`config.mk`:
```
export PLATFORM = sky130hd
export DESIGN_NAME = rv32i_decode_control
export DESIGN_NICKNAME = d
export VERILOG_FILES = /design/src/rvdc_pkg.sv /design/src/rv32i_decode_control.sv
export SDC_FILE = /design/constraint.sdc
export NUM_CORES = 1
export LEC_CHECK = 0
export ABC_CLOCK_PERIOD_IN_PS = 11100
export BUFFER_PORTS_ARGS = -buffer_cell sky130_fd_sc_hd__buf_4
export CORE_ASPECT_RATIO = 1.4
export CORE_UTILIZATION = 40
export DETAILED_ROUTE_END_ITERATION = 7
export SYNTH_ARGS = -nofsm -noshare
export SYNTH_HDL_FRONTEND = slang
export SYNTH_SLANG_ARGS = --single-unit
export TNS_END_PERCENT = 10
```
`constraint.sdc`:
```
create_clock -name clk -period 11.1 [get_ports clk]
set_input_delay 1.11 -clock clk [delete_from_list [all_inputs] [get_ports clk]]
set_output_delay 1.11 -clock clk [all_outputs]
set_load 0.03 [all_outputs]
```
`src/rvdc_pkg.sv`:
```
// Package for the RV32I decode stage: word types, opcodes and operation codes.
package rvdc_pkg;

  typedef struct packed {
    logic [31:0] instruction;
    logic [31:0] pc_current;
    logic [31:0] rs1_value;
    logic [31:0] rs2_value;
  } dec_in_t;

  typedef struct packed {
    logic [4:0]  rs1_addr;
    logic [4:0]  rs2_addr;
    logic [4:0]  rd_addr;
    logic [31:0] operand_a;
    logic [31:0] operand_b;
    logic [31:0] store_data;
    logic [31:0] target_addr;
    logic [3:0]  alu_op;
    logic [1:0]  result_select;
    logic [1:0]  access_size;
    logic [6:0]  flags;
  } dec_out_t;

  localparam logic [6:0] OPC_REG    = 7'b0110011;
  localparam logic [6:0] OPC_IMM    = 7'b0010011;
  localparam logic [6:0] OPC_LOAD   = 7'b0000011;
  localparam logic [6:0] OPC_STORE  = 7'b0100011;
  localparam logic [6:0] OPC_BRANCH = 7'b1100011;
  localparam logic [6:0] OPC_LUI    = 7'b0110111;
  localparam logic [6:0] OPC_AUIPC  = 7'b0010111;
  localparam logic [6:0] OPC_JAL    = 7'b1101111;
  localparam logic [6:0] OPC_JALR   = 7'b1100111;
  localparam logic [6:0] OPC_FENCE  = 7'b0001111;

  localparam logic [6:0] FUNCT7_ZERO = 7'b0000000;
  localparam logic [6:0] FUNCT7_ALT  = 7'b0100000;

  localparam logic [2:0] F3_ADD  = 3'd0;
  localparam logic [2:0] F3_SLL  = 3'd1;
  localparam logic [2:0] F3_SLT  = 3'd2;
  localparam logic [2:0] F3_SLTU = 3'd3;
  localparam logic [2:0] F3_XOR  = 3'd4;
  localparam logic [2:0] F3_SR   = 3'd5;
  localparam logic [2:0] F3_OR   = 3'd6;
  localparam logic [2:0] F3_AND  = 3'd7;

  localparam logic [2:0] F3_BEQ  = 3'd0;
  localparam logic [2:0] F3_BNE  = 3'd1;
  localparam logic [2:0] F3_BLT  = 3'd4;
  localparam logic [2:0] F3_BGE  = 3'd5;
  localparam logic [2:0] F3_BLTU = 3'd6;
  localparam logic [2:0] F3_BGEU = 3'd7;

  // Load and store widths; stores use only the first three.
  localparam logic [2:0] F3_MEM_B  = 3'd0;
  localparam logic [2:0] F3_MEM_H  = 3'd1;
  localparam logic [2:0] F3_MEM_W  = 3'd2;
  localparam logic [2:0] F3_MEM_BU = 3'd4;
  localparam logic [2:0] F3_MEM_HU = 3'd5;

  // The only funct3 that jalr and fence accept.
  localparam logic [2:0] F3_ZERO = 3'd0;

  localparam logic [3:0] ALU_NONE = 4'd0;
  localparam logic [3:0] ALU_ADD  = 4'd1;
  localparam logic [3:0] ALU_SUB  = 4'd2;
  localparam logic [3:0] ALU_OR   = 4'd3;
  localparam logic [3:0] ALU_AND  = 4'd4;
  localparam logic [3:0] ALU_XOR  = 4'd5;
  localparam logic [3:0] ALU_SLL  = 4'd6;
  localparam logic [3:0] ALU_SRL  = 4'd7;
  localparam logic [3:0] ALU_SRA  = 4'd8;
  localparam logic [3:0] ALU_SLT  = 4'd9;
  localparam logic [3:0] ALU_SLTU = 4'd10;

  localparam logic [1:0] RSEL_ALU  = 2'd0;
  localparam logic [1:0] RSEL_LOAD = 2'd1;
  localparam logic [1:0] RSEL_LINK = 2'd2;

  localparam logic [1:0] SIZE_WORD = 2'd0;
  localparam logic [1:0] SIZE_HALF = 2'd1;
  localparam logic [1:0] SIZE_BYTE = 2'd2;

  localparam int FLAG_MEMWRITE = 0;
  localparam int FLAG_MEMREAD  = 1;
  localparam int FLAG_REGWRITE = 2;
  localparam int FLAG_BRANCH   = 3;
  localparam int FLAG_TAKEN    = 4;
  localparam int FLAG_ILLEGAL  = 5;
  localparam int FLAG_UNSIGNED = 6;

  // ALU operation for the non-alternate funct7 encodings, indexed by funct3.
  function automatic logic [3:0] plain_alu_op(input logic [2:0] f3);
    logic [3:0] op;
    unique case (f3)
      F3_ADD:  op = ALU_ADD;
      F3_SLL:  op = ALU_SLL;
      F3_SLT:  op = ALU_SLT;
      F3_SLTU: op = ALU_SLTU;
      F3_XOR:  op = ALU_XOR;
      F3_SR:   op = ALU_SRL;
      F3_OR:   op = ALU_OR;
      F3_AND:  op = ALU_AND;
      default: op = ALU_NONE;
    endcase
    return op;
  endfunction

  // Access size code from the funct3 field of a load or store.
  function automatic logic [1:0] access_size_code(input logic [2:0] f3);
    logic [1:0] sz;
    unique case (f3)
      F3_MEM_W:            sz = SIZE_WORD;
      F3_MEM_H, F3_MEM_HU: sz = SIZE_HALF;
      default:             sz = SIZE_BYTE;
    endcase
    return sz;
  endfunction

endpackage

```
`src/rv32i_decode_control.sv`:
```
// RV32I decode stage: input register, decode logic and result register.
//
// Usage: the fetch side presents one word per cycle on req (instruction, pc
// and the two register file read values) with req_valid; it is taken at an
// edge where req_valid and req_ready are both high. Each word yields exactly
// one decoded word on rsp, taken at an edge where rsp_valid and rsp_ready
// are both high.
// Path: a word taken on req passes through the input register, then the
// decode logic into the result register, before it appears on rsp.
// Throughput: one word per cycle while rsp_ready is high, set by the
// two-register pipeline; the decode itself is a single pass of shallow
// logic plus three 32-bit adders and the branch comparators.
// Stall: when rsp_ready is low the result register holds its word; the
// input register still fills if empty, so up to two words are held before
// req_ready drops.
// Reset: rst (synchronous) empties both registers; no word is output.
module rv32i_decode_control
  import rvdc_pkg::*;
(
  input  logic     clk,
  input  logic     rst,
  input  logic     req_valid,
  output logic     req_ready,
  input  dec_in_t  req,
  output logic     rsp_valid,
  input  logic     rsp_ready,
  output dec_out_t rsp
);

  logic     stage_valid;
  dec_in_t  stage;
  logic     advance;
  dec_out_t dec_next;

  assign advance   = stage_valid && (!rsp_valid || rsp_ready);
  assign req_ready = !stage_valid || advance;

  always_ff @(posedge clk) begin
    if (rst) begin
      stage_valid <= 1'b0;
    end else if (req_ready) begin
      stage_valid <= req_valid;
    end
    if (req_valid && req_ready) begin
      stage <= req;
    end
  end

  always_ff @(posedge clk) begin
    if (rst) begin
      rsp_valid <= 1'b0;
    end else if (!rsp_valid || rsp_ready) begin
      rsp_valid <= stage_valid;
    end
    if (advance) begin
      rsp <= dec_next;
    end
  end

  always_comb begin
    logic [31:0] ins;
    logic [31:0] pc;
    logic [31:0] r1;
    logic [31:0] r2;
    logic [6:0]  opc;
    logic [2:0]  f3;
    logic [6:0]  f7;
    logic [31:0] imm_i;
    logic [31:0] imm_s;
    logic [31:0] imm_b;
    logic [31:0] imm_j;
    logic [31:0] jalr_sum;
    logic        taken;
    logic        bad;

    ins = stage.instruction;
    pc  = stage.pc_current;
    r1  = stage.rs1_value;
    r2  = stage.rs2_value;
    opc = ins[6:0];
    f3  = ins[14:12];
    f7  = ins[31:25];

    imm_i = {{20{ins[31]}}, ins[31:20]};
    imm_s = {{20{ins[31]}}, ins[31:25], ins[11:7]};
    imm_b = {{19{ins[31]}}, ins[31], ins[7], ins[30:25], ins[11:8], 1'b0};
    imm_j = {{11{ins[31]}}, ins[31], ins[19:12], ins[20], ins[30:21], 1'b0};
    jalr_sum = r1 + imm_i;

    unique case (f3)
      F3_BEQ:  taken = (r1 == r2);
      F3_BNE:  taken = (r1 != r2);
      F3_BLT:  taken = ($signed(r1) < $signed(r2));
      F3_BGE:  taken = ($signed(r1) >= $signed(r2));
      F3_BLTU: taken = (r1 < r2);
      F3_BGEU: taken = (r1 >= r2);
      default: taken = 1'b0;
    endcase

    dec_next = '0;
    bad      = 1'b0;

    unique case (opc)
      OPC_REG: begin
        if (f7 == FUNCT7_ZERO) begin
          dec_next.alu_op = plain_alu_op(f3);
        end else if (f7 == FUNCT7_ALT && (f3 == F3_ADD || f3 == F3_SR)) begin
          dec_next.alu_op = (f3 == F3_ADD) ? ALU_SUB : ALU_SRA;
        end else begin
          bad = 1'b1;
        end
        dec_next.rs1_addr  = ins[19:15];
        dec_next.rs2_addr  = ins[24:20];
        dec_next.rd_addr   = ins[11:7];
        dec_next.operand_a = r1;
        dec_next.operand_b = r2;
        dec_next.flags[FLAG_REGWRITE] = 1'b1;
      end
      OPC_IMM: begin
        // Shift immediates only allow the plain funct7, or the alternate one for sra.
        if (f3 == F3_SLL) begin
          bad = (f7 != FUNCT7_ZERO);
        end else if (f3 == F3_SR) begin
          bad = (f7 != FUNCT7_ZERO) && (f7 != FUNCT7_ALT);
        end
        if (f3 == F3_SR && f7 == FUNCT7_ALT) begin
          dec_next.alu_op = ALU_SRA;
        end else begin
          dec_next.alu_op = plain_alu_op(f3);
        end
        dec_next.rs1_addr  = ins[19:15];
        dec_next.rd_addr   = ins[11:7];
        dec_next.operand_a = r1;
        dec_next.operand_b = imm_i;
        dec_next.flags[FLAG_REGWRITE] = 1'b1;
      end
      OPC_LOAD: begin
        bad = !(f3 inside {F3_MEM_B, F3_MEM_H, F3_MEM_W, F3_MEM_BU, F3_MEM_HU});
        dec_next.rs1_addr      = ins[19:15];
        dec_next.rd_addr       = ins[11:7];
        dec_next.operand_a     = r1;
        dec_next.operand_b     = imm_i;
        dec_next.alu_op        = ALU_ADD;
        dec_next.result_select = RSEL_LOAD;
        dec_next.access_size   = access_size_code(f3);
        dec_next.flags[FLAG_REGWRITE] = 1'b1;
        dec_next.flags[FLAG_MEMREAD]  = 1'b1;
        dec_next.flags[FLAG_UNSIGNED] = f3[2];
      end
      OPC_STORE: begin
        bad = (f3 > F3_MEM_W);
        dec_next.rs1_addr    = ins[19:15];
        dec_next.rs2_addr    = ins[24:20];
        dec_next.operand_a   = r1;
        dec_next.operand_b   = imm_s;
        dec_next.store_data  = r2;
        dec_next.alu_op      = ALU_ADD;
        dec_next.access_size = access_size_code(f3);
        dec_next.flags[FLAG_MEMWRITE] = 1'b1;
      end
      OPC_BRANCH: begin
        bad = !(f3 inside {F3_BEQ, F3_BNE, F3_BLT, F3_BGE, F3_BLTU, F3_BGEU});
        dec_next.rs1_addr    = ins[19:15];
        dec_next.rs2_addr    = ins[24:20];
        dec_next.operand_a   = r1;
        dec_next.operand_b   = r2;
        dec_next.target_addr = pc + imm_b;
        dec_next.flags[FLAG_BRANCH] = 1'b1;
        dec_next.flags[FLAG_TAKEN]  = taken;
      end
      OPC_LUI, OPC_AUIPC: begin
        dec_next.rd_addr   = ins[11:7];
        dec_next.operand_a = {ins[31:12], 12'h000};
        dec_next.operand_b = (opc == OPC_AUIPC) ? pc : 32'h0;
        dec_next.alu_op    = ALU_ADD;
        dec_next.flags[FLAG_REGWRITE] = 1'b1;
      end
      OPC_JAL: begin
        dec_next.rd_addr       = ins[11:7];
        dec_next.operand_a     = pc;
        dec_next.target_addr   = pc + imm_j;
        dec_next.result_select = RSEL_LINK;
        dec_next.flags[FLAG_REGWRITE] = 1'b1;
        dec_next.flags[FLAG_TAKEN]    = 1'b1;
      end
      OPC_JALR: begin
        bad = (f3 != F3_ZERO);
        dec_next.rs1_addr      = ins[19:15];
        dec_next.rd_addr       = ins[11:7];
        dec_next.operand_a     = pc;
        dec_next.target_addr   = {jalr_sum[31:1], 1'b0};
        dec_next.result_select = RSEL_LINK;
        dec_next.flags[FLAG_REGWRITE] = 1'b1;
        dec_next.flags[FLAG_TAKEN]    = 1'b1;
      end
      OPC_FENCE: begin
        bad = (f3 != F3_ZERO);
      end
      default: begin
        bad = 1'b1;
      end
    endcase

    // An illegal word reports only the illegal flag.
    if (bad) begin
      dec_next = '0;
      dec_next.flags[FLAG_ILLEGAL] = 1'b1;
    end
  end

  a_illegal_clean: assert property (@(posedge clk) disable iff (rst)
      rsp_valid && rsp.flags[FLAG_ILLEGAL] |->
        rsp.flags == 7'h20 && rsp.target_addr == 32'h0 && rsp.alu_op == ALU_NONE)
    else $error("illegal word carries more than the illegal flag");

  a_mem_exclusive: assert property (@(posedge clk) disable iff (rst)
      rsp_valid |-> !(rsp.flags[FLAG_MEMWRITE] && rsp.flags[FLAG_MEMREAD]))
    else $error("word both reads and writes memory");

  a_store_data_only_on_store: assert property (@(posedge clk) disable iff (rst)
      rsp_valid && !rsp.flags[FLAG_MEMWRITE] |-> rsp.store_data == 32'h0)
    else $error("store data set on a non-store word");

  a_accept_fills_stage: assert property (@(posedge clk) disable iff (rst)
      req_valid && req_ready |=> stage_valid)
    else $error("accepted word did not reach the input register");

  a_stage_held: assert property (@(posedge clk) disable iff (rst)
      stage_valid && !advance |=> stage_valid && $stable(stage))
    else $error("input register lost a word while the result side stalled");

endmodule
```
## Word-level counts from Yosys, hierarchy flattened

Memories as Yosys holds them, arrays and structs flattened. A register that Yosys moved wholly into a read port is not among the register bits.
Cells that the tools add are included.

| storage, ports and cells | value |
|---|---|
| register bits after elaboration | 288 |
| memory bits (read-only) | 64 |
| input bits | 132 |
| output and inout bits | 160 |
| word-level logic and storage cells | 117 |
| memories kept | 2 |

Memory list:

| name | depth | width | read ports | clocked after memory_dff | write ports | line | RTL |
|---|---|---|---|---|---|---|---|
| (no name shown) | 8 | 4 | 1 | 1 | 0 | rvdc_pkg.sv:96 | `unique case (f3)` |
| (no name shown) | 8 | 4 | 1 | 1 | 0 | rvdc_pkg.sv:96 |  |

| cells by class | value |
|---|---|
| add/subtract/negate cells | 3 |
| order comparisons | 5 |
| eq/ne operators | 20 |
| muxes and demuxes | 25 |
| bitwise operators | 6 |
| reduce and logical (&&, ||, !) cells | 37 |

Operators by type and width:

| cell | count |
|---|---|
| $pmux 32 s3 | 2 |
| $pmux 32 s4 | 1 |
| $add 32x32->32 | 3 |
| $ge 32x32->1 | 2 |
| $lt 32x32->1 | 2 |
| $eq 32x32->1 | 1 |
| $mux 32 | 1 |
| $ne 32x32->1 | 1 |
| $eq 7x6->1 const B | 4 |
| $reduce_or 2->1 | 13 |
| $eq 7x7->1 const B | 3 |
| $mux 4 | 4 |
| $eq 7x5->1 const B | 2 |
| $eq 3x3->1 const B | 4 |
| $pmux 4 s3 | 1 |
| $mux 1 | 8 |
| $pmux 2 s2 | 2 |
| $eq 7x2->1 const B | 1 |
| $eq 7x4->1 const B | 1 |
| $logic_not 7->1 | 1 |
| $ne 7x6->1 const B | 1 |
| $pmux 1 s7 | 1 |
| $reduce_bool 7->1 | 1 |
| $reduce_or 7->1 | 1 |
| 19 further kinds | 35 |

## Depth between registers and ports, before layout

| logic depth | value |
|---|---|
| word-level depth | 7 |
| depth in mapped cells | 18 |
| depth with buffers taken out | 17 |

## Least setup slack after synthesis

OpenSTA, ideal clock, no wires.

| path | value |
|---|---|
| path type | in2reg |
| from | input rsp_ready |
| to | register rsp[0] in the netlist's numbering (enable) |
| library setup time | 0.697 ns |
| arrival | 8.168 ns |
| setup slack | 2.235 ns |
| stages on the path | 2 |
| cells stage by stage | nor2b_1 -> nor2b_1 |

| on the way | value |
|---|---|
| longest elaborated chain between the ends | 2 |

RTL lines:

| item | line | RTL |
|---|---|---|
| from (decl) | rv32i_decode_control.sv:26 | `input logic rsp_ready,` |
| $logic_or 1x1->1 | rv32i_decode_control.sv:35 | `assign advance = stage_valid && (!rsp_valid \|\| rsp_ready);` |
| $logic_and 1x1->1 | rv32i_decode_control.sv:35 |  |
| via advance | rv32i_decode_control.sv:32 | `logic advance;` |
| to (signal assigned) | rv32i_decode_control.sv:56 | `rsp <= dec_next;` |
| to (decl) | rv32i_decode_control.sv:27 | `output dec_out_t rsp` |

The timed path passes the listed nets, and every way through them passes these cells.
A chain may end at the register's enable or synchronous reset.

## Final worst setup path

| path | value |
|---|---|
| from | register stage[99] in the netlist's numbering |
| to | register rsp[20] in the netlist's numbering (data pin) |

| on the way | value |
|---|---|
| longest elaborated chain between the ends | 3 |

RTL lines:

| item | line | RTL |
|---|---|---|
| from (decl) | rv32i_decode_control.sv:31 | `dec_in_t stage;` |
| from (signal assigned) | rv32i_decode_control.sv:45 | `stage <= req;` |
| $eq 7x5->1 (tied with other cells) | rv32i_decode_control.sv:103 | `unique case (opc)` |
| $reduce_or 3->1 (no line) or $reduce_or 2->1 (tied branches) | -- |  |
| $pmux 1 s7 | rv32i_decode_control.sv:103 |  |

Several ways; a longest one is shown, not always the timed one.

==> metrics.txt <==
Post-Synthesis Cells=1220; metal2 WL=roughly 25000 um; Core ar.=between 30000 and 40000 um2; commonest cells in the netlist=286 x edfxtp_1, 111 x nor2_1, 95 x ha_1, 70 x a21oi_1, 68 x nand2_1; gpl congestion=a little over 0.9; GR Overflow Total=0; CTS Buf Count=30; post-cts gate resize count=0; drt drc=34; routed wl met3=3400 um; Longest Clk Path Bufs=3; Final period util=41.3%; # H-tree levels=1; Avg Inst Size Synth=12.2 um2; Total Wirelength=between 40000 and 50000 um; Sw Share=a little over a quarter; post-route design area=18600 um2; P_sw=between 700 and 800 uW; Peak VDD IR=108 uV; Routed wire per std cell=roughly 25 um; Sequential Power Share=~48%; Setup Skew=roughly 0.028 ns; Die Width=~170 um; die area=38100 um2; clock power share=between 30% and 40%; CTS root buf=clkbuf_16; critical path's slowest cell=a2111o_2; synth unique cells=68; Crit Path Class=reg -> reg; layout cells sized above 1=between 20 and 30%; unrepaired setup endpoints after global routing=no; Register-to-Register Setup Slack=6.52 ns; largest net degree at the start of global routing=a little under 80; Crit Path Max Fanout=between 50 and 60; CTS tree=built; row count=a little over 80; clk slew on worst S/H paths=0.07 ns; # clock sinks=292; Die H=around 230 um; Diodes inserted=0; Post-Syn Area=about 15000 um2; Total Neg Setup Slack=0 ns; YS warnings=0; 1st-pass router iterations=8; number of max-cap violations=0; via density per instance=~5.8; worst r2r path cells=8; 1st-iter DRT viols=~1500; GRT Util Overall=roughly 26%; crit-path cells=or2_2 > nor4_1 > and2_1 > a32o_1 > a2111o_2 > buf_4 > a21o_1 > nor2_1; status=finished, violations left; first-pass GRT wire length=slightly above 70000 um; overall power=around 2.8 mW; failing checks=design-rule violations; required time worst endpoint=11.40 ns; vias in the first global route=around 11000; top-level port count=292; setup violators final=0; Slew @ Worst Pin=1.20 ns; Post-CTS Repair Setup Buffers=0; M1 WL=~19000 um; synthesized flop and latch total=292; dpl hpwl=35600 um; Critical Path End Type=flop; worst stage delay on the critical path=roughly 0.8 ns; antenna viol nets, final=0; Area after DPL=approximately 18000 um2; hold path cells=2; most frequent cell after synthesis=edfxtp_1; Power Density=between 100 and 150 nW/um2; Critical Path AT=between 4 and 5 ns; Rel. slew slack=around a fifth; synth-to-layout area growth=24.3%; Top Layer Used=met4; post-synthesis sequential area ratio=58.3%; Combinational Power Share=approximately 16%; Post-synth ARST share=0%; Int Power=slightly above 2 mW; Post-Syn Nets=approximately 1400; Most used DFF post-synth=edfxtp_1; top cells by area, synth=edfxtp_1 58%, ha_1 8.0%, a222oi_1 3.5%; Vias=approximately 11000; Clk Latency, worst-skew pair=just under 0.6 ns; input/output buffers=291; initial antenna violation count=0; startpoint types=flop; Hold Fails Final Rpt=0; Nets=around 1700; Hold Crit Class=reg -> reg; Starting Density=about two fifths; number of flops mapped to enable cells by yosys=~290; Post-CTS Hold Fix Bufs=0; Synth area leader=edfxtp_1; Leak=7.15 nW; post-synth top area share=between 50% and 60%; fmax=218 MHz; min cycle time layout=roughly 4.6 ns; Final Slew Violations=0
final cells by class:
class | instances | area (um2)
Clock buffer | 31 | 754
Clock inverter | 23 | 219
Fill cell | 3282 | 18200
Inverter | 47 | 179
Multi-Input combinational cell | 825 | 5840
Sequential cell | 292 | 8710
Tap cell | 467 | 584
Timing Repair Buffer | 303 | 2270
registers in the layout, summed over array words and instances, names as in the netlist, named ones only:
signal,cells
stage_valid,1
rsp_valid,1
rsp,158
stage,128
worst max-delay path, delay by kind of cell (launching register included):
kind / cells / cell delay (ns)
AND/OR/NAND/NOR: 4 / 1.38
flip-flops: 1 / 0.66
buffers and inverters: 1 / 0.64
AO/OA/AOI/OAI: 3 / 1.58
power groups by stage:
stage	combinational (mW)	clock, mW	sequential [mW]
floorplan	0.220	0	1.39
global placement	0.424	0	1.35
detailed placement	0.428	0	1.35
CTS	0.430	1.03	1.33
global route	0.467	1.07	1.33
finish	0.430	1.01	1.33
cells in the final DEF (no fill, tap or decap), types with 8 or more instances in the layout:
| cell type | instances |
|---|---|
| nor2_1 | 111 |
| clkinv_2 | 8 |
| clkbuf_16 | 30 |
| o22ai_1 | 12 |
| and2_1 | 23 |
| nor3_1 | 41 |
| o21ai_0 | 40 |
| buf_4 | 303 |
| nand2b_1 | 11 |
| xnor2_1 | 29 |
| a31oi_1 | 9 |
| nand4_1 | 11 |
| nor2b_1 | 18 |
| nand3_1 | 14 |
| a222oi_1 | 52 |
| a21o_1 | 46 |
| and3_1 | 10 |
| a31o_2 | 10 |
| nand2_1 | 67 |
| inv_1 | 46 |
| edfxtp_1 | 286 |
| a22oi_1 | 16 |
| ha_1 | 95 |
| a21oi_1 | 70 |
| xor2_1 | 26 |
| a211oi_1 | 11 |
| a22o_1 | 12 |
metrics by stage:
step | utilization (%) | hold slack, ns | setup slack [ns] | instances
6_report | 50.5 | 0.533 | 6.52 | 1988
2_1_floorplan | - | 0.478 | 2.23 | 1220
4_1_cts | 50.5 | 0.531 | 6.61 | 1988
3_3_place_gp | 47.8 | 0.514 | 6.79 | 1934
5_1_grt | 50.5 | 0.564 | 6.21 | 1988
3_5_place_dp | 47.8 | 0.520 | 6.64 | 1934
worst paths after layout:
path                   from      end
setup / recovery  stage[99]  rsp[20]
hold / removal         flop  rsp[13]
setup reg to reg  stage[99]  rsp[20]
hold reg to reg        flop  rsp[13]
layer usage:
metal / GRT usage, % / vias to the layer above
met5: 0 / -
met4: 9.03 / 0
met3: 2.71 / 82
met2: 45.8 / 528
met1: 31.3 / 5557
li1: - / 5305
cell families (layout without fill, tap and decap cells):
group | count (synthesis) | count (layout) | share of synthesized area, %
DFF | 292 | 292 | 58.3
xor gates and xnor gates | 55 | 55 | 3.23
buffers and inverters | 103 | 404 | 2.70
adders and majority gates | 97 | 97 | 8.23
muxes | 12 | 12 | 0.846
AOI/OAI and AO/OA | 326 | 326 | 15.8
and+or+nand+nor | 335 | 335 | 10.8
No activity file was read; power rests on OpenSTA's default activity.
